==> src/hdl/c8ie_pkg.sv <==
// Types and constants shared by the CHIP-8 execute unit modules.
package c8ie_pkg;

    localparam int RF_DEPTH = 16;
    localparam logic [11:0] START_ADDR_RESET = 12'h200;

    // Instruction groups (top nibble)
    localparam logic [3:0] OP_SYS  = 4'h0;
    localparam logic [3:0] OP_JP   = 4'h1;
    localparam logic [3:0] OP_CALL = 4'h2;
    localparam logic [3:0] OP_SEI  = 4'h3;
    localparam logic [3:0] OP_SNEI = 4'h4;
    localparam logic [3:0] OP_SER  = 4'h5;
    localparam logic [3:0] OP_LDI  = 4'h6;
    localparam logic [3:0] OP_ADDI = 4'h7;
    localparam logic [3:0] OP_ALU  = 4'h8;
    localparam logic [3:0] OP_SNER = 4'h9;
    localparam logic [3:0] OP_LDIX = 4'hA;
    localparam logic [3:0] OP_JPV0 = 4'hB;
    localparam logic [3:0] OP_RND  = 4'hC;
    localparam logic [3:0] OP_DRW  = 4'hD;
    localparam logic [3:0] OP_KEY  = 4'hE;

    // ALU sub-codes (low nibble of 8XYn)
    localparam logic [3:0] ALU_MOV  = 4'h0;
    localparam logic [3:0] ALU_OR   = 4'h1;
    localparam logic [3:0] ALU_AND  = 4'h2;
    localparam logic [3:0] ALU_XOR  = 4'h3;
    localparam logic [3:0] ALU_ADD  = 4'h4;
    localparam logic [3:0] ALU_SUB  = 4'h5;
    localparam logic [3:0] ALU_SHR  = 4'h6;
    localparam logic [3:0] ALU_SUBN = 4'h7;
    localparam logic [3:0] ALU_SHL  = 4'hE;

    localparam logic [15:0] W_CLS = 16'h00E0;
    localparam logic [15:0] W_RET = 16'h00EE;
    localparam logic [7:0]  KEY_DOWN = 8'h9E;
    localparam logic [7:0]  KEY_UP   = 8'hA1;
    localparam logic [3:0]  REG_V0 = 4'h0;
    localparam logic [3:0]  REG_VF = 4'hF;

    typedef struct packed {
        logic [11:0] next_pc;
        logic        clear_request;
        logic        draw_request;
        logic [7:0]  draw_x_value;
        logic [7:0]  draw_y_value;
        logic [3:0]  draw_rows;
        logic [11:0] sprite_address;
        logic        unhandled;
        logic        stack_fault;
    } res_t;

    typedef struct packed {
        logic        x_we;
        logic [3:0]  x_addr;
        logic [7:0]  x_data;
        logic        f_we;
        logic        f_data;
        logic        index_we;
        logic [11:0] index_data;
    } wr_t;

    typedef struct packed {
        logic        push;
        logic        pop;
        logic [11:0] push_data;
    } stack_ctl_t;

    typedef struct packed {
        logic empty;
        logic full;
    } stack_stat_t;

endpackage

==> src/hdl/c8ie_ram.sv <==
// Generic single-write, single-read RAM with registered read data.
module c8ie_ram #(
    parameter int WIDTH = 8,
    parameter int DEPTH = 16
) (
    input  logic                     clk,
    input  logic                     we,
    input  logic [$clog2(DEPTH)-1:0] waddr,
    input  logic [WIDTH-1:0]         wdata,
    input  logic                     re,
    input  logic [$clog2(DEPTH)-1:0] raddr,
    output logic [WIDTH-1:0]         rdata
);

    logic [WIDTH-1:0] mem [DEPTH];
    logic [WIDTH-1:0] rdata_reg;

    always_ff @(posedge clk)
    begin
        if (we)
        begin
            mem[waddr] <= wdata;
        end
        if (re)
        begin
            rdata_reg <= mem[raddr];
        end
    end

    assign rdata = rdata_reg;

endmodule

==> src/hdl/c8ie_stack.sv <==
// Return stack: top two entries in registers, full contents in a RAM.
module c8ie_stack #(
    parameter int STACK_DEPTH = 16
) (
    input  logic                 clk,
    input  logic                 rst_n,
    input  c8ie_pkg::stack_ctl_t ctl,
    output c8ie_pkg::stack_stat_t stat,
    output logic [11:0]          top
);

    localparam int LW = $clog2(STACK_DEPTH + 1);
    localparam int AW = $clog2(STACK_DEPTH);

    logic [LW-1:0] level_reg;
    logic [LW-1:0] level_next;
    logic [LW-1:0] prefetch_idx;
    logic [11:0]   t0_reg;
    logic [11:0]   t1_reg;
    logic [11:0]   ram_rdata;

    always_comb
    begin
        level_next = level_reg;
        if (ctl.push)
        begin
            level_next = level_reg + LW'(1);
        end
        else if (ctl.pop)
        begin
            level_next = level_reg - LW'(1);
        end
    end

    // Keep the entry that a later pop will need as second-from-top in flight.
    assign prefetch_idx = level_next - LW'(3);

    c8ie_ram #(
        .WIDTH (12),
        .DEPTH (STACK_DEPTH)
    ) u_ram (
        .clk   (clk),
        .we    (ctl.push),
        .waddr (level_reg[AW-1:0]),
        .wdata (ctl.push_data),
        .re    (1'b1),
        .raddr (prefetch_idx[AW-1:0]),
        .rdata (ram_rdata)
    );

    always_ff @(posedge clk or negedge rst_n)
    begin
        if (!rst_n)
        begin
            level_reg <= '0;
        end
        else
        begin
            level_reg <= level_next;
        end
    end

    always_ff @(posedge clk)
    begin
        if (ctl.push)
        begin
            t0_reg <= ctl.push_data;
            t1_reg <= t0_reg;
        end
        else if (ctl.pop)
        begin
            t0_reg <= t1_reg;
            t1_reg <= ram_rdata;
        end
    end

    assign stat.empty = (level_reg == '0);
    assign stat.full  = (level_reg == LW'(STACK_DEPTH));
    assign top        = t0_reg;

endmodule

==> src/hdl/c8ie_exec.sv <==
// Instruction decode and execute logic for one instruction word.
module c8ie_exec (
    input  logic [15:0]           instr,
    input  logic [15:0]           keys,
    input  logic [7:0]            rnd,
    input  logic [7:0]            vx,
    input  logic [7:0]            vy,
    input  logic [7:0]            v0,
    input  logic [11:0]           pc,
    input  logic [11:0]           index,
    input  c8ie_pkg::stack_stat_t stk_stat,
    input  logic [11:0]           stk_top,
    output c8ie_pkg::res_t        res,
    output c8ie_pkg::wr_t         wr,
    output c8ie_pkg::stack_ctl_t  stk_ctl
);

    logic [3:0]  op;
    logic [3:0]  n;
    logic [7:0]  nn;
    logic [11:0] nnn;
    logic [11:0] pc_inc;
    logic [11:0] pc_skip;
    logic [11:0] next;
    logic [8:0]  sum;
    logic        key_hit;
    logic        unh;
    logic        sf;

    assign op      = instr[15:12];
    assign n       = instr[3:0];
    assign nn      = instr[7:0];
    assign nnn     = instr[11:0];
    assign pc_inc  = pc + 12'd2;
    assign pc_skip = pc + 12'd4;
    assign sum     = {1'b0, vx} + {1'b0, vy};
    assign key_hit = keys[vx[3:0]];

    always_comb
    begin
        next    = pc_inc;
        unh     = 1'b0;
        sf      = 1'b0;
        res     = '0;
        wr      = '0;
        stk_ctl = '0;
        wr.x_addr = instr[11:8];
        stk_ctl.push_data = pc_inc;

        unique case (op)
            c8ie_pkg::OP_SYS:
            begin
                if (instr == c8ie_pkg::W_CLS)
                begin
                    res.clear_request = 1'b1;
                end
                else if (instr == c8ie_pkg::W_RET)
                begin
                    if (stk_stat.empty)
                    begin
                        sf = 1'b1;
                    end
                    else
                    begin
                        stk_ctl.pop = 1'b1;
                        next = stk_top;
                    end
                end
                else
                begin
                    unh = 1'b1;
                end
            end
            c8ie_pkg::OP_JP:
            begin
                next = nnn;
            end
            c8ie_pkg::OP_CALL:
            begin
                if (stk_stat.full)
                begin
                    sf = 1'b1;
                end
                else
                begin
                    stk_ctl.push = 1'b1;
                    next = nnn;
                end
            end
            c8ie_pkg::OP_SEI:
            begin
                if (vx == nn)
                begin
                    next = pc_skip;
                end
            end
            c8ie_pkg::OP_SNEI:
            begin
                if (vx != nn)
                begin
                    next = pc_skip;
                end
            end
            c8ie_pkg::OP_SER:
            begin
                if (n != 4'h0)
                begin
                    unh = 1'b1;
                end
                else if (vx == vy)
                begin
                    next = pc_skip;
                end
            end
            c8ie_pkg::OP_LDI:
            begin
                wr.x_we   = 1'b1;
                wr.x_data = nn;
            end
            c8ie_pkg::OP_ADDI:
            begin
                wr.x_we   = 1'b1;
                wr.x_data = vx + nn;
            end
            c8ie_pkg::OP_ALU:
            begin
                unique case (n)
                    c8ie_pkg::ALU_MOV:
                    begin
                        wr.x_we   = 1'b1;
                        wr.x_data = vy;
                    end
                    c8ie_pkg::ALU_OR:
                    begin
                        wr.x_we   = 1'b1;
                        wr.x_data = vx | vy;
                    end
                    c8ie_pkg::ALU_AND:
                    begin
                        wr.x_we   = 1'b1;
                        wr.x_data = vx & vy;
                    end
                    c8ie_pkg::ALU_XOR:
                    begin
                        wr.x_we   = 1'b1;
                        wr.x_data = vx ^ vy;
                    end
                    c8ie_pkg::ALU_ADD:
                    begin
                        wr.x_we   = 1'b1;
                        wr.x_data = sum[7:0];
                        wr.f_we   = 1'b1;
                        wr.f_data = sum[8];
                    end
                    c8ie_pkg::ALU_SUB:
                    begin
                        wr.x_we   = 1'b1;
                        wr.x_data = vx - vy;
                        wr.f_we   = 1'b1;
                        wr.f_data = (vx >= vy);
                    end
                    c8ie_pkg::ALU_SHR:
                    begin
                        wr.x_we   = 1'b1;
                        wr.x_data = {1'b0, vx[7:1]};
                        wr.f_we   = 1'b1;
                        wr.f_data = vx[0];
                    end
                    c8ie_pkg::ALU_SUBN:
                    begin
                        wr.x_we   = 1'b1;
                        wr.x_data = vy - vx;
                        wr.f_we   = 1'b1;
                        wr.f_data = (vy >= vx);
                    end
                    c8ie_pkg::ALU_SHL:
                    begin
                        wr.x_we   = 1'b1;
                        wr.x_data = {vx[6:0], 1'b0};
                        wr.f_we   = 1'b1;
                        wr.f_data = vx[7];
                    end
                    default:
                    begin
                        unh = 1'b1;
                    end
                endcase
            end
            c8ie_pkg::OP_SNER:
            begin
                if (n != 4'h0)
                begin
                    unh = 1'b1;
                end
                else if (vx != vy)
                begin
                    next = pc_skip;
                end
            end
            c8ie_pkg::OP_LDIX:
            begin
                wr.index_we   = 1'b1;
                wr.index_data = nnn;
            end
            c8ie_pkg::OP_JPV0:
            begin
                next = nnn + {4'h0, v0};
            end
            c8ie_pkg::OP_RND:
            begin
                wr.x_we   = 1'b1;
                wr.x_data = rnd & nn;
            end
            c8ie_pkg::OP_DRW:
            begin
                res.draw_request   = 1'b1;
                res.draw_x_value   = vx;
                res.draw_y_value   = vy;
                res.draw_rows      = n;
                res.sprite_address = index;
            end
            c8ie_pkg::OP_KEY:
            begin
                if (nn == c8ie_pkg::KEY_DOWN)
                begin
                    if (key_hit)
                    begin
                        next = pc_skip;
                    end
                end
                else if (nn == c8ie_pkg::KEY_UP)
                begin
                    if (!key_hit)
                    begin
                        next = pc_skip;
                    end
                end
                else
                begin
                    unh = 1'b1;
                end
            end
            default:
            begin
                unh = 1'b1;
            end
        endcase

        // Faulted or undefined words leave the program counter where it is.
        if (unh || sf)
        begin
            next = pc;
        end

        res.next_pc     = next;
        res.unhandled   = unh;
        res.stack_fault = sf;
    end

endmodule

==> src/hdl/chip8_instruction_execute_unit.sv <==
// Top level of the CHIP-8 instruction execute unit.
//
//  Channel | Signals                                  | Direction | Handshake
//  --------+------------------------------------------+-----------+----------------
//  in      | instr_word, keys_down, random_byte       | input     | in_valid/in_ready
//  out     | next_pc, clear_request, draw_request,    | output    | out_valid/out_ready
//          | draw_x/y_value, draw_rows,               |           |
//          | sprite_address, unhandled, stack_fault   |           |
//  cfg     | start_address                            | input     | cfg_we, no wait
//
//  From input transfer to result, each instruction passes the input register
//  (register-file RAM read), then decode/execute into the result register.
//  One instruction transfers per cycle when out_ready holds high.
//  Reset clears V0..VF, the index, the stack level, and loads the program counter
//  with 512. A stalled result holds in the result register while one more
//  instruction waits in the input register; in_ready drops only when both are full.
module chip8_instruction_execute_unit #(
    parameter int STACK_DEPTH = 16
) (
    input  logic        clk,
    input  logic        rst_n,

    input  logic        in_valid,
    output logic        in_ready,
    input  logic [15:0] instr_word,
    input  logic [15:0] keys_down,
    input  logic [7:0]  random_byte,

    output logic        out_valid,
    input  logic        out_ready,
    output logic [11:0] next_pc,
    output logic        clear_request,
    output logic        draw_request,
    output logic [7:0]  draw_x_value,
    output logic [7:0]  draw_y_value,
    output logic [3:0]  draw_rows,
    output logic [11:0] sprite_address,
    output logic        unhandled,
    output logic        stack_fault,

    input  logic        cfg_we,
    input  logic [11:0] start_address
);

    // There is no start address register: cfg_we and start_address are not used,
    // and reset always loads the program counter with 512, so a written value
    // never reaches the program counter. The write port is accepted and
    // has no visible effect.

    // Pipeline control
    logic        s1_valid_reg;
    logic        out_valid_reg;
    logic        out_free;
    logic        s1_move;
    logic        in_fire;

    // Stage 1 payload
    logic [15:0] s1_instr_reg;
    logic [15:0] s1_keys_reg;
    logic [7:0]  s1_rnd_reg;

    // Architectural state outside the RAMs
    logic [11:0] pc_reg;
    logic [11:0] index_reg;
    logic [7:0]  v0_reg;
    logic [7:0]  vf_reg;

    // One bit per register-file entry: set once the entry has been written since
    // reset, so an entry never written reads as zero.
    logic [c8ie_pkg::RF_DEPTH-1:0] rf_written_reg;
    logic        x_written_reg;
    logic        y_written_reg;

    // Register-file bypass: a write that landed in the same edge as the RAM read
    logic        byp_x_reg;
    logic        byp_y_reg;
    logic [7:0]  byp_data_reg;

    logic [7:0]  ram_x_rdata;
    logic [7:0]  ram_y_rdata;
    logic        rf_ram_we;
    logic [3:0]  s1_x;
    logic [3:0]  s1_y;
    logic [7:0]  vx;
    logic [7:0]  vy;

    c8ie_pkg::res_t        res;
    c8ie_pkg::res_t        res_reg;
    c8ie_pkg::wr_t         wr;
    c8ie_pkg::stack_ctl_t  stk_ctl;
    c8ie_pkg::stack_ctl_t  stk_ctl_gated;
    c8ie_pkg::stack_stat_t stk_stat;
    logic [11:0]           stk_top;

    // Handshake: advance stage 1 into the result register when it is free.
    assign out_free = !out_valid_reg || out_ready;
    assign s1_move  = s1_valid_reg && out_free;
    assign in_ready = !s1_valid_reg || s1_move;
    assign in_fire  = in_valid && in_ready;

    always_ff @(posedge clk or negedge rst_n)
    begin
        if (!rst_n)
        begin
            s1_valid_reg  <= 1'b0;
            out_valid_reg <= 1'b0;
        end
        else
        begin
            if (in_fire)
            begin
                s1_valid_reg <= 1'b1;
            end
            else if (s1_move)
            begin
                s1_valid_reg <= 1'b0;
            end

            if (s1_move)
            begin
                out_valid_reg <= 1'b1;
            end
            else if (out_ready)
            begin
                out_valid_reg <= 1'b0;
            end
        end
    end

    always_ff @(posedge clk)
    begin
        if (in_fire)
        begin
            s1_instr_reg  <= instr_word;
            s1_keys_reg   <= keys_down;
            s1_rnd_reg    <= random_byte;
            byp_x_reg     <= s1_move && rf_ram_we && (wr.x_addr == instr_word[11:8]);
            byp_y_reg     <= s1_move && rf_ram_we && (wr.x_addr == instr_word[7:4]);
            byp_data_reg  <= wr.x_data;
            x_written_reg <= rf_written_reg[instr_word[11:8]];
            y_written_reg <= rf_written_reg[instr_word[7:4]];
        end
        if (s1_move)
        begin
            res_reg <= res;
        end
    end

    // V1..VE live in the RAM pair (one per read port); V0 and VF stay in flops
    // since BNNN reads V0 and flag ops write VF alongside VX.
    assign rf_ram_we = wr.x_we && (wr.x_addr != c8ie_pkg::REG_V0)
                       && (wr.x_addr != c8ie_pkg::REG_VF);

    c8ie_ram #(
        .WIDTH (8),
        .DEPTH (c8ie_pkg::RF_DEPTH)
    ) u_rf_x (
        .clk   (clk),
        .we    (s1_move && rf_ram_we),
        .waddr (wr.x_addr),
        .wdata (wr.x_data),
        .re    (in_fire),
        .raddr (instr_word[11:8]),
        .rdata (ram_x_rdata)
    );

    c8ie_ram #(
        .WIDTH (8),
        .DEPTH (c8ie_pkg::RF_DEPTH)
    ) u_rf_y (
        .clk   (clk),
        .we    (s1_move && rf_ram_we),
        .waddr (wr.x_addr),
        .wdata (wr.x_data),
        .re    (in_fire),
        .raddr (instr_word[7:4]),
        .rdata (ram_y_rdata)
    );

    assign s1_x = s1_instr_reg[11:8];
    assign s1_y = s1_instr_reg[7:4];

    always_comb
    begin
        if (s1_x == c8ie_pkg::REG_V0)
        begin
            vx = v0_reg;
        end
        else if (s1_x == c8ie_pkg::REG_VF)
        begin
            vx = vf_reg;
        end
        else if (byp_x_reg)
        begin
            vx = byp_data_reg;
        end
        else if (x_written_reg)
        begin
            vx = ram_x_rdata;
        end
        else
        begin
            vx = 8'h00;
        end

        if (s1_y == c8ie_pkg::REG_V0)
        begin
            vy = v0_reg;
        end
        else if (s1_y == c8ie_pkg::REG_VF)
        begin
            vy = vf_reg;
        end
        else if (byp_y_reg)
        begin
            vy = byp_data_reg;
        end
        else if (y_written_reg)
        begin
            vy = ram_y_rdata;
        end
        else
        begin
            vy = 8'h00;
        end
    end

    c8ie_exec u_exec (
        .instr    (s1_instr_reg),
        .keys     (s1_keys_reg),
        .rnd      (s1_rnd_reg),
        .vx       (vx),
        .vy       (vy),
        .v0       (v0_reg),
        .pc       (pc_reg),
        .index    (index_reg),
        .stk_stat (stk_stat),
        .stk_top  (stk_top),
        .res      (res),
        .wr       (wr),
        .stk_ctl  (stk_ctl)
    );

    // Stack moves only on the edge that commits the instruction.
    always_comb
    begin
        stk_ctl_gated      = stk_ctl;
        stk_ctl_gated.push = stk_ctl.push && s1_move;
        stk_ctl_gated.pop  = stk_ctl.pop && s1_move;
    end

    c8ie_stack #(
        .STACK_DEPTH (STACK_DEPTH)
    ) u_stack (
        .clk   (clk),
        .rst_n (rst_n),
        .ctl   (stk_ctl_gated),
        .stat  (stk_stat),
        .top   (stk_top)
    );

    // Commit architectural state; the flag write wins over VX when X is F.
    always_ff @(posedge clk or negedge rst_n)
    begin
        if (!rst_n)
        begin
            pc_reg         <= c8ie_pkg::START_ADDR_RESET;
            index_reg      <= '0;
            v0_reg         <= '0;
            vf_reg         <= '0;
            rf_written_reg <= '0;
        end
        else if (s1_move)
        begin
            pc_reg <= res.next_pc;
            if (wr.index_we)
            begin
                index_reg <= wr.index_data;
            end
            if (rf_ram_we)
            begin
                rf_written_reg[wr.x_addr] <= 1'b1;
            end
            if (wr.x_we && (wr.x_addr == c8ie_pkg::REG_V0))
            begin
                v0_reg <= wr.x_data;
            end
            if (wr.f_we)
            begin
                vf_reg <= {7'b0, wr.f_data};
            end
            else if (wr.x_we && (wr.x_addr == c8ie_pkg::REG_VF))
            begin
                vf_reg <= wr.x_data;
            end
        end
    end

    assign out_valid      = out_valid_reg;
    assign next_pc        = res_reg.next_pc;
    assign clear_request  = res_reg.clear_request;
    assign draw_request   = res_reg.draw_request;
    assign draw_x_value   = res_reg.draw_x_value;
    assign draw_y_value   = res_reg.draw_y_value;
    assign draw_rows      = res_reg.draw_rows;
    assign sprite_address = res_reg.sprite_address;
    assign unhandled      = res_reg.unhandled;
    assign stack_fault    = res_reg.stack_fault;

endmodule

==> config.mk <==
export PLATFORM = sky130hd
export DESIGN_NAME = chip8_instruction_execute_unit
export DESIGN_NICKNAME = d
export VERILOG_FILES = /design/src/hdl/c8ie_pkg.sv /design/src/hdl/c8ie_ram.sv /design/src/hdl/c8ie_stack.sv /design/src/hdl/c8ie_exec.sv /design/src/hdl/chip8_instruction_execute_unit.sv
export SDC_FILE = /design/constraint.sdc
export NUM_CORES = 1
export LEC_CHECK = 0
export BUFFER_PORTS_ARGS = -buffer_cell sky130_fd_sc_hd__buf_4
export CAP_MARGIN = 15
export CORE_AREA = 10 10 265 204
export DETAILED_ROUTE_END_ITERATION = 6
export DIE_AREA = 0 0 275 214
export MAX_ROUTING_LAYER = met4
export PLACE_DENSITY = 0.87
export SLEW_MARGIN = 10
export SYNTH_ARGS = -nofsm -noshare
export SYNTH_HDL_FRONTEND = slang
export SYNTH_HIERARCHICAL = 1
export SYNTH_SLANG_ARGS = --single-unit
==> constraint.sdc <==
create_clock -name clk -period 6.61 [get_ports clk]
set_input_delay 1.6525 -clock clk [delete_from_list [all_inputs] [get_ports clk]]
set_output_delay 1.6525 -clock clk [all_outputs]
set_load 0.01 [all_outputs]
==> results of run 1 <==
## cell type report
type / instances / area share [%]
sequential: 663 / 57.8
multi-input combinational: 1154 / 29.7
clock buffer: 79 / 4.97
timing repair buffer: 148 / 3.30
tap: 657 / 2.42
clock inverter: 32 / 1.19
inverter: 50 / 0.554
antenna: 4 / 0.0295
## power by group through the flow
stage	registers [W]	clock network [W]	logic, W
4_1_cts	0.00513	0.00369	0.00215
3_3_place_gp	0.00519	0	0.00195
5_1_grt	0.00515	0.00385	0.00236
3_5_place_dp	0.00521	0	0.00206
6_report	0.00514	0.00366	0.00224
2_1_floorplan	0.00513	0	0.00150
## stage by stage
stage                     power [W]  instance area [µm²]
after floorplan             0.00663                30500
after global routing         0.0114                33900
after CTS                    0.0110                33800
final                        0.0110                33900
after global placement      0.00714                31700
after detailed placement    0.00727                31700
## Yosys cell counts (15+ instances only)
| cell type | n | share of area, % |
|---|---|---|
| edfxtp_1 | 600 | 59 |
| nand2_1 | 149 | 1.8 |
| nor2_1 | 106 | 1.3 |
| mux4_2 | 83 | 6.1 |
| a22oi_1 | 81 | 2.0 |
| a21oi_1 | 63 | 1.0 |
| dfrtp_1 | 62 | 5.1 |
| ha_1 | 53 | 2.2 |
| inv_1 | 48 | 0.59 |
| nor3_1 | 47 | 0.77 |
| clkbuf_1 | 46 | 0.57 |
| mux4_1 | 43 | 3.7 |
| a21o_1 | 34 | 0.84 |
| o21ai_0 | 33 | 0.54 |
| buf_2 | 32 | 0.53 |
| xnor2_1 | 32 | 0.92 |
| mux2_1 | 29 | 1.1 |
| a211oi_1 | 27 | 0.67 |
| nand3_1 | 27 | 0.44 |
| and2_1 | 22 | 0.45 |
| and3_1 | 20 | 0.41 |
| nor2b_1 | 20 | 0.41 |
| mux2_2 | 18 | 0.67 |
| nand2b_1 | 17 | 0.35 |
| nand4_1 | 17 | 0.35 |
| mux2i_1 | 15 | 0.49 |
| xor2_1 | 15 | 0.43 |
## cells in the final DEF, fill, tap and decap left out, types with 12 or more instances in the layout
cell type	instances
a22oi_1	81
mux4_1	43
mux4_2	83
clkbuf_16	61
inv_1	47
mux2_2	18
conb_1	12
buf_4	143
o21bai_1	13
dfrtp_1	62
and2_1	21
mux2_1	29
o21ai_0	32
nand2b_1	17
xor2_1	14
ha_1	52
nand2_1	149
nand4_1	17
nor3_1	43
xnor2_1	30
edfxtp_1	600
and3_1	20
mux2i_1	15
nor2_1	106
a211oi_1	27
o21ai_1	12
nor2b_1	20
nand3_1	27
a21oi_1	62
a21o_1	34
## cells by family after synthesis
| group | after synthesis |
|---|---|
| flip-flops | 663 |
| AND/OR/NAND/NOR | 488 |
| AO/OA/AOI/OAI | 360 |
| multiplexers | 188 |
| buffers and inverters | 165 |
| adder cells (fa/ha/maj) | 58 |
| XOR/XNOR | 48 |
| other | 1 |
## worst max path at each step
stage	startpoint	to	slack (ps)	depth (start not counted)
3_3_place_gp	s1_instr_reg[5]$_DFFE_PP_	pc_reg[10]$_DFFE_PN0P_	1320	15
3_5_place_dp	s1_instr_reg[5]$_DFFE_PP_	next_pc[5]$_DFFE_PP_	1090	14
6_report	s1_instr_reg[5]$_DFFE_PP_	vf_reg[5]$_DFFE_PN0P_	540	13
4_1_cts	s1_instr_reg[5]$_DFFE_PP_	next_pc[5]$_DFFE_PP_	990	14
2_1_floorplan	s1_instr_reg[9]$_DFFE_PP_	byp_data_reg[7]$_DFFE_PP_	1200	15
5_1_grt	s1_instr_reg[7]$_DFFE_PP_	pc_reg[11]$_DFFE_PN0P_	420	15
## layer usage
layer	routed length (µm)	GRT usage, %
met5	0	-
met4	3760	10.4
met3	9680	6.15
met2	37400	40.8
met1	29500	36.4
==> run metrics, run 1 <==
crit-path max cell delay 970 ps; Seq/Total Area, Yosys 64.4%; cells on worst reg2reg path 13; Logic pwr share 20.3%; Pre-antenna DRT Iters 6; 1st-iter DRT viols 3429; part of the cycle the worst path needs 91.8%; Hold Path Origin rf_written_reg[15]$_DFFE_PN0P_; worst slew pin tran 1210 ps; Slowest-stage cell, CP a211o_1; GP Congestion 0.967; nets@finish 2191; clock buffer depth 3; vias in the first global route 19130; Synth Area in Adders 2.51%; EDFF count, synth 600; ANT nets after route 0; via count 19746; Async S/R FF share, synth 9.50%; number of flip-flops in the largest register 192; largest family of logic cells by synthesized area multiplexers; min cycle time layout 6070 ps; final hold slack 433 ps; Die W 275 µm; min-delay worst type flip-flop to flip-flop; max-cap violations 0; maximum vdd drop 211 µV; Lkg Pwr 12.2 nW; Largest regs u_stack/u_ram/mem (192), u_rf_x/mem (128), u_rf_y/mem (128); YS warnings 6; Initial Util 61.8%; post-synthesis simple-gate area fraction 8.27%; area occupied by multi-input gates 10100 µm²; Core ar. 49200 µm²; WS Path Type flip-flop to flip-flop; first-pass GRT wire length 120 mm; IO buf count 93; hold-critical path depth 0; Synth Area in XOR/XNOR 1.41%; final core occ 68.9%; Worst Setup Slack, final 543 ps; vias per inst 7.09; P&R area growth vs syn 11.5%; clock root cell clkbuf_16; Avg Cell Area, Syn 15.4 µm²; number of I/O pins 107; R2R Path Start s1_instr_reg[5]$_DFFE_PP_; power share of the clock group 33.2%; final hold violations 0; Finished Layout Cells 2787; PwrDens 326 nW/µm²; Pint 0.00789 W; crit path buf inv count 2; ys flop type edfxtp_1; # resized after CTS 0; r2r endpoint vf_reg[5]$_DFFE_PN0P_; CTS tree built; critical path endpoint category flip-flop; dpl ws 1090 ps; RSZ-0062 raised after global routing false; initial antenna violation count 4; CTS Buf Count 59; FMAX 165 MHz; die footprint 58900 µm²; WHS Endpoint rf_written_reg[15]$_DFFE_PN0P_; sequential power share 46.5%; WL/cell 28.8 µm; Mapped Cells 1971; FF/Latch Area 19600 µm²; Worst Path Required 7170 ps; Worst Skew 25.7 ps; htree depth 2; Detailed Route WL 80.3 mm; mux share of post-synthesis cell area 12.1%; worst skew pair latency 650 ps; largest net degree at the start of global routing 69; Setup Fix Bufs, Post-CTS 0; Slew Viols, Final 0; area of the mapped netlist 30400 µm²; Core Rows 71; Sink Count 663; setup TNS 0 ps; total grt overflow 0; post-synth cell types 93; # hold bufs at CTS 0; clk slew on worst S/H paths 70 ps; flop-to-flop setup slack 540 ps; Die Ht 214 µm; crit path DAT 6630 ps; post-synthesis compound-gate area fraction 8.45%; status completed; switch share 28.5%; Slew Limit Headroom 19.2%; share of layout cells above drive strength 1 18.9%; peak fanout along the critical path 28; ordered cell list for the critical path nand4_1 -> o211ai_1 -> o21ai_0 -> o21ai_1 -> inv_1 -> ha_1 -> inv_1 -> o31ai_1 -> o221ai_1 -> a31oi_1 -> a211o_1 -> a22oi_1 -> o21ai_1; Residual DRC 0; P_sw 0.00315 W; CP delay by family, top compound AO/OA/AOI/OAI gates; Seq cells post-synth 663; final setup vio count 0; GRT Overall Usage 27.3%; Largest Register u_stack/u_ram/mem; placed cell count 2662; Critical Path Source Type flip-flop; fill count 2938; HPWL Detailed 48.8 mm
No activity file was read; power rests on OpenSTA's default activity.
==> run 2, diff against run 1 <==
--- a/config.mk
+++ b/config.mk
@@ -7,11 +7,11 @@
 export LEC_CHECK = 0
 export BUFFER_PORTS_ARGS = -buffer_cell sky130_fd_sc_hd__buf_4
 export CAP_MARGIN = 15
-export CORE_AREA = 10 10 265 204
+export CORE_AREA = 10 10 330 252
 export DETAILED_ROUTE_END_ITERATION = 6
-export DIE_AREA = 0 0 275 214
+export DIE_AREA = 0 0 340 262
 export MAX_ROUTING_LAYER = met4
-export PLACE_DENSITY = 0.87
+export PLACE_DENSITY = 0.62
 export SLEW_MARGIN = 10
 export SYNTH_ARGS = -nofsm -noshare
 export SYNTH_HDL_FRONTEND = slang
==> run metrics, run 2 (synthesis gave the netlist of run 1 again) <==
setup TNS 0 ps (unchanged); number of I/O pins 107 (unchanged); vias per inst 5.71 (was 7.09); Core Rows 88 (was 71); via count 18232 (was 19746); HPWL Detailed 48.4 mm (was 48.8 mm); # resized after CTS 0 (unchanged); htree depth 3 (was 2); status completed (unchanged); first-pass GRT wire length 113 mm (was 120 mm); crit path DAT 5960 ps (was 6630 ps); WS Path Type flip-flop to flip-flop (unchanged); worst skew pair latency 620 ps (was 650 ps); area occupied by multi-input gates 10100 µm² (about the same); fill count 6551 (was 2938); total grt overflow 0 (unchanged); clock root cell clkbuf_16 (unchanged); PwrDens 325 nW/µm² (was 326 nW/µm²); GP Congestion 0.902 (was 0.967); CTS Buf Count 71 (was 59); IO buf count 93 (unchanged); Power Total 0.0113 W (was 0.0110 W); commonest non-fill, non-tap cell in the layout edfxtp_1 (unchanged); ordered cell list for the critical path nand4_1 -> buf_4 -> o211ai_1 -> o21ai_0 -> o21ai_1 -> inv_1 -> fa_1 -> inv_1 -> a21oi_1 -> o21bai_1 -> a21oi_1 -> o21bai_1 -> a21o_1 -> a211oi_1 -> o221ai_2 -> buf_4 (was nand4_1 -> o211ai_1 -> o21ai_0 -> o21ai_1 -> inv_1 -> ha_1 -> inv_1 -> o31ai_1 -> o221ai_1 -> a31oi_1 -> a211o_1 -> a22oi_1 -> o21ai_1); FF/Latch Area 19600 µm² (unchanged); final hold violations 0 (unchanged); CTS tree built (unchanged); FMAX 181 MHz (was 165 MHz); Largest Register u_stack/u_ram/mem (unchanged); Slowest-stage cell, CP o221ai_2 (was a211o_1); Setup Fix Bufs, Post-CTS 0 (unchanged); Worst Skew 35.8 ps (was 25.7 ps); ANT nets after route 0 (unchanged); Pre-antenna DRT Iters 6 (unchanged); vias in the first global route 18232 (was 19130); Largest regs u_stack/u_ram/mem (192), u_rf_x/mem (128), u_rf_y/mem (128) (unchanged); Lkg Pwr 12.4 nW (was 12.2 nW); Initial Util 39.8% (was 61.8%); CP delay by family, top compound AO/OA/AOI/OAI gates (unchanged); max-cap violations 0 (unchanged); Core ar. 76500 µm² (was 49200 µm²); crit path buf inv count 4 (was 2); GRT Overall Usage 16.9% (was 27.3%); clock buffer depth 3 (unchanged); # hold bufs at CTS 0 (unchanged); Worst Path Required 7040 ps (was 7170 ps); die footprint 89100 µm² (was 58900 µm²); Detailed Route WL 74.2 mm (was 80.3 mm); Residual DRC 0 (unchanged); WL/cell 23.2 µm (was 28.8 µm); P&R area growth vs syn 14.3% (was 11.5%); min cycle time layout 5530 ps (was 6070 ps); Slew Limit Headroom 24.1% (was 19.2%); Die W 340 µm (was 275 µm); clk slew on worst S/H paths 60 ps (was 70 ps); commonest non-fill, non-tap cells in the layout edfxtp_1 (600), buf_4 (151), nand2_1 (149), nor2_1 (106), mux4_2 (83) (was edfxtp_1 (600), nand2_1 (149), buf_4 (143), nor2_1 (106), mux4_2 (83)); min-delay worst type flip-flop to flip-flop (unchanged); largest net degree at the start of global routing 69 (unchanged); share of layout cells above drive strength 1 19.1% (was 18.9%); crit-path max cell delay 860 ps (was 970 ps); 1st-iter DRT viols 1881 (was 3429); Slew Viols, Final 0 (unchanged); worst slew pin tran 1140 ps (was 1210 ps); final setup vio count 0 (unchanged); Die Ht 262 µm (was 214 µm); peak fanout along the critical path 19 (was 28); Critical Path Source Type flip-flop (unchanged); flop-to-flop setup slack 1080 ps (was 540 ps); number of flip-flops in the largest register 192 (unchanged); part of the cycle the worst path needs 83.7% (was 91.8%); nets@finish 2210 (was 2191); RSZ-0062 raised after global routing false (unchanged); maximum vdd drop 221 µV (was 211 µV); critical path endpoint category flip-flop (unchanged); Sink Count 663 (unchanged); initial antenna violation count 4 (unchanged)
-- run 2: cell count changes in the layout (fill, tap and decap cells not counted), sizes merged --
cell | before | now
clkbuf | 79 | 92
clkinvlp | 6 | 5
bufinv | 7 | 9
diode | 4 | 2
clkinv | 15 | 22
buf | 148 | 155
-- run 2: where the power goes --
part	internal (W)	leakage [nW]	switching, W
sequential	0.00495	6.31	0.000185
combinational	0.000872	4.91	0.00126
clock	0.00238	1.14	0.00166
-- run 2: path summary, 6_finish.rpt --
kind,cells after the start,to,from
min in group asynchronous,1,v0_reg[2]$_DFFE_PN0P_,rst_n
hold reg to reg,0,rf_written_reg[15]$_DFFE_PN0P_,rf_written_reg[15]$_DFFE_PN0P_
max in group asynchronous,1,rf_written_reg[5]$_DFFE_PN0P_,rst_n
hold / removal,0,rf_written_reg[15]$_DFFE_PN0P_,rf_written_reg[15]$_DFFE_PN0P_
setup reg to reg,16,u_rf_x/mem[14][6]$_DFFE_PP_,s1_instr_reg[11]$_DFFE_PP_
setup / recovery,16,u_rf_x/mem[14][6]$_DFFE_PP_,s1_instr_reg[11]$_DFFE_PP_
-- run 2: worst reg2reg max path: cells and delay by family, from the launching register on --
family	cells	cell delay, ps
flip-flops	1	760
AND/OR/NAND/NOR	1	170
buffers and inverters	4	1050
adder cells (fa/ha/maj)	1	540
AO/OA/AOI/OAI	10	2840
-- run 2: per-layer routing --
layer  wire length (µm)  up-vias  track usage [%]  share of wire [%]
met5                  0        -                -                  0
met4               1840        0             5.26                2.5
met3               5590      135             3.36                7.5
met2              33200      736             25.4                 45
met1              33500     9299             23.2                 45
li1                   -     8062                -                  -
-- run 2: metrics by stage --
stage / cells / hold WS (ps) / utilization (%) / setup slack (ps) / cell area [µm²]
after detailed placement: 3056 / 385 / 42.3 / 1210 / 32300
after floorplan: 1982 / 437 / - / 1200 / 30500
final: 3191 / 397 / 45.4 / 1080 / 34800
after global routing: 3190 / 420 / 45.4 / 705 / 34800
after global placement: 3055 / 381 / 42.3 / 1310 / 32300
after CTS: 3188 / 400 / 45.4 / 1160 / 34800
-- run 2: area by class of cell --
class	instances	area share (%)
Timing Repair Buffer	155	3.42
Clock inverter	40	1.59
Sequential cell	663	56.4
Inverter	50	0.540
Antenna cell	2	0.0144
Multi-Input combinational cell	1154	29.0
Tap cell	1035	3.72
Clock buffer	92	5.34
==> run 3, diff against run 2 <==
==> constraint.sdc (replaced) <==
create_clock -name clk -period 5.5 [get_ports clk]
set_input_delay 1.375 -clock clk [delete_from_list [all_inputs] [get_ports clk]]
set_output_delay 1.375 -clock clk [all_outputs]
set_load 0.01 [all_outputs]
==> run metrics, run 3 (synthesis gave the netlist of run 1 again) <==
final core occ 45.7% (was 45.4%); crit-path max cell delay 690 ps (was 860 ps); initial antenna violation count 0 (was 4); Die W 340 µm (unchanged); Critical Path Source Type flip-flop (unchanged); final hold violations 0 (unchanged); P_sw 0.00374 W (was 0.00311 W); RSZ-0062 raised after global routing false (unchanged); GP Congestion 0.946 (was 0.902); Worst Path Required 6060 ps (was 7040 ps); Pint 0.0101 W (was 0.00820 W); largest net degree at the start of global routing 69 (unchanged); final setup vio count 0 (unchanged); FF/Latch Area 19600 µm² (unchanged); Core ar. 76500 µm² (unchanged); ordered cell list for the critical path nor2b_1 -> a22oi_1 -> a211oi_1 -> a21o_1 -> inv_1 -> ha_1 -> nor4_2 -> a31oi_1 -> o31ai_2 -> a21oi_1 -> o211ai_1 -> a221oi_1 -> a211oi_1 -> nand2_1 -> nand2_1 (was nand4_1 -> buf_4 -> o211ai_1 -> o21ai_0 -> o21ai_1 -> inv_1 -> fa_1 -> inv_1 -> a21oi_1 -> o21bai_1 -> a21oi_1 -> o21bai_1 -> a21o_1 -> a211oi_1 -> o221ai_2 -> buf_4); Slowest-stage cell, CP nor4_2 (was o221ai_2); Pre-antenna DRT Iters 6 (unchanged); CTS Buf Count 69 (was 71); Initial Util 39.8% (unchanged); worst slew pin tran 1100 ps (was 1140 ps); max-cap violations 0 (unchanged); number of I/O pins 107 (unchanged); Detailed Route WL 75.1 mm (was 74.2 mm); IO buf count 93 (unchanged); clock root cell clkbuf_16 (unchanged); WL/cell 23.5 µm (was 23.2 µm); FMAX 192 MHz (was 181 MHz); Largest Register u_stack/u_ram/mem (unchanged); HPWL Detailed 49.6 mm (was 48.4 mm); number of flip-flops in the largest register 192 (unchanged); first-pass GRT wire length 114 mm (was 113 mm); peak fanout along the critical path 10 (was 19); htree depth 3 (unchanged); maximum vdd drop 322 µV (was 221 µV); min-delay worst type flip-flop to flip-flop (unchanged); 1st-iter DRT viols 1802 (was 1881); Core Rows 88 (unchanged); part of the cycle the worst path needs 94.5% (was 83.7%); Slew Limit Headroom 26.7% (was 24.1%); worst skew pair latency 630 ps (was 620 ps); Worst Setup Slack, final 301 ps (was 1080 ps); Sink Count 663 (unchanged); commonest non-fill, non-tap cell in the layout edfxtp_1 (unchanged); Slew Viols, Final 0 (unchanged); GR Util met3 3.02% (was 3.36%); Die Ht 262 µm (unchanged); GRT Overall Usage 17.1% (was 16.9%); total grt overflow 0 (unchanged); crit path DAT 5760 ps (was 5960 ps); Largest regs u_stack/u_ram/mem (192), u_rf_x/mem (128), u_rf_y/mem (128) (unchanged); commonest non-fill, non-tap cells in the layout edfxtp_1 (600), buf_4 (171), nand2_1 (149), nor2_1 (106), mux4_2 (83) (was edfxtp_1 (600), buf_4 (151), nand2_1 (149), nor2_1 (106), mux4_2 (83)); CTS tree built (unchanged); # hold bufs at CTS 0 (unchanged); routing usage on met2 25.6% (was 25.4%); status completed (unchanged); vias in the first global route 18202 (was 18232); share of layout cells above drive strength 1 20.1% (was 19.1%); clock buffer depth 3 (unchanged); GR Layer Usage met1 23.9% (was 23.2%); Residual DRC 0 (unchanged); via count 18328 (was 18232); setup TNS 0 ps (unchanged); power share of the clock group 36.3% (was 35.7%); switch share 27.1% (was 27.5%); flop-to-flop setup slack 300 ps (was 1080 ps); nets@finish 2228 (was 2210); P&R area growth vs syn 14.9% (was 14.3%); Power Total 0.0138 W (was 0.0113 W); WS Path Type flip-flop to flip-flop (unchanged); Worst Skew 32.6 ps (was 35.8 ps); die footprint 89100 µm² (unchanged); dpl ws 398 ps (was 1210 ps); critical path endpoint category flip-flop (unchanged); grt peak-use layer met2 (unchanged); fill count 6531 (was 6551); vias per inst 5.73 (was 5.71); area occupied by multi-input gates 10100 µm² (about the same); sequential power share 44.5% (was 45.4%); clk slew on worst S/H paths 60 ps (about the same); ANT nets after route 0 (unchanged); Lkg Pwr 12.5 nW (was 12.4 nW); PwrDens 395 nW/µm² (was 325 nW/µm²); min cycle time layout 5200 ps (was 5530 ps); Logic pwr share 19.3% (was 18.9%); n_diodes 0 (was 2)
==> run 3: cell types whose count changed in the layout (fill, tap and decap cells not counted), moves of 2 or more <==
cell / delta
bufinv_16: +5
buf_4: +20
clkinv_2: +2
diode_2: -2
clkinvlp_4: -2
clkbuf_1: -11
clkinv_1: -2
inv_4: +2
==> run 3: final timing paths <==
path / from / to / depth (start not counted)
worst min register to register: rf_written_reg[15]$_DFFE_PN0P_ / rf_written_reg[15]$_DFFE_PN0P_ / 0
worst max register to register: byp_x_reg$_DFFE_PP_ / pc_reg[10]$_DFFE_PN0P_ / 15
min in group asynchronous: rst_n / s1_valid_reg$_DFFE_PN0P_ / 1
worst max-delay path: byp_x_reg$_DFFE_PP_ / pc_reg[10]$_DFFE_PN0P_ / 15
max in group asynchronous: rst_n / v0_reg[0]$_DFFE_PN0P_ / 1
worst min-delay path: rf_written_reg[15]$_DFFE_PN0P_ / rf_written_reg[15]$_DFFE_PN0P_ / 0
==> run 3: metal layers <==
metal  share of wire [%]  up-vias
met5                   0        -
met3                 7.1      129
met2                  45      704
li1                    -     8084
met1                  45     9411
met4                 2.3        0
==> run 3: critical path: cells and delay by family, from the launching register on <==
family                     cells  cell delay [ps]
DFF                            1              530
AOI/OAI and AO/OA              9             2670
and+or+nand+nor                4             1330
adders and majority gates      1              450
buffers and inverters          1              150
==> run 3: power by group through the flow <==
stage	Sequential [W]	Clock, W	Combinational (W)
3_3_place_gp	0.00623	0	0.00259
2_1_floorplan	0.00617	0	0.00180
6_report	0.00614	0.00501	0.00266
4_1_cts	0.00613	0.00512	0.00265
3_5_place_dp	0.00624	0	0.00265
5_1_grt	0.00616	0.00532	0.00286
==> run 3: stage by stage <==
stage,cells,instance area [µm²],hold WS (ps)
6_report,3200,35000,404
3_5_place_dp,3072,32500,390
3_3_place_gp,3071,32400,380
2_1_floorplan,1982,30500,437
5_1_grt,3200,35000,424
4_1_cts,3195,34900,404
==> run 3: timing repair <==
item	CTS	global route
gates resized for setup	0	2
endpoints found under the setup margin	0	24
buffers inserted	0	3
==> run 3: cell type report <==
class	instances	area share, %
Sequential cell	663	56.0
Tap cell	1035	3.70
Multi-Input combinational cell	1154	28.8
Clock inverter	42	1.83
Timing Repair Buffer	175	3.85
Inverter	50	0.537
Clock buffer	81	5.19
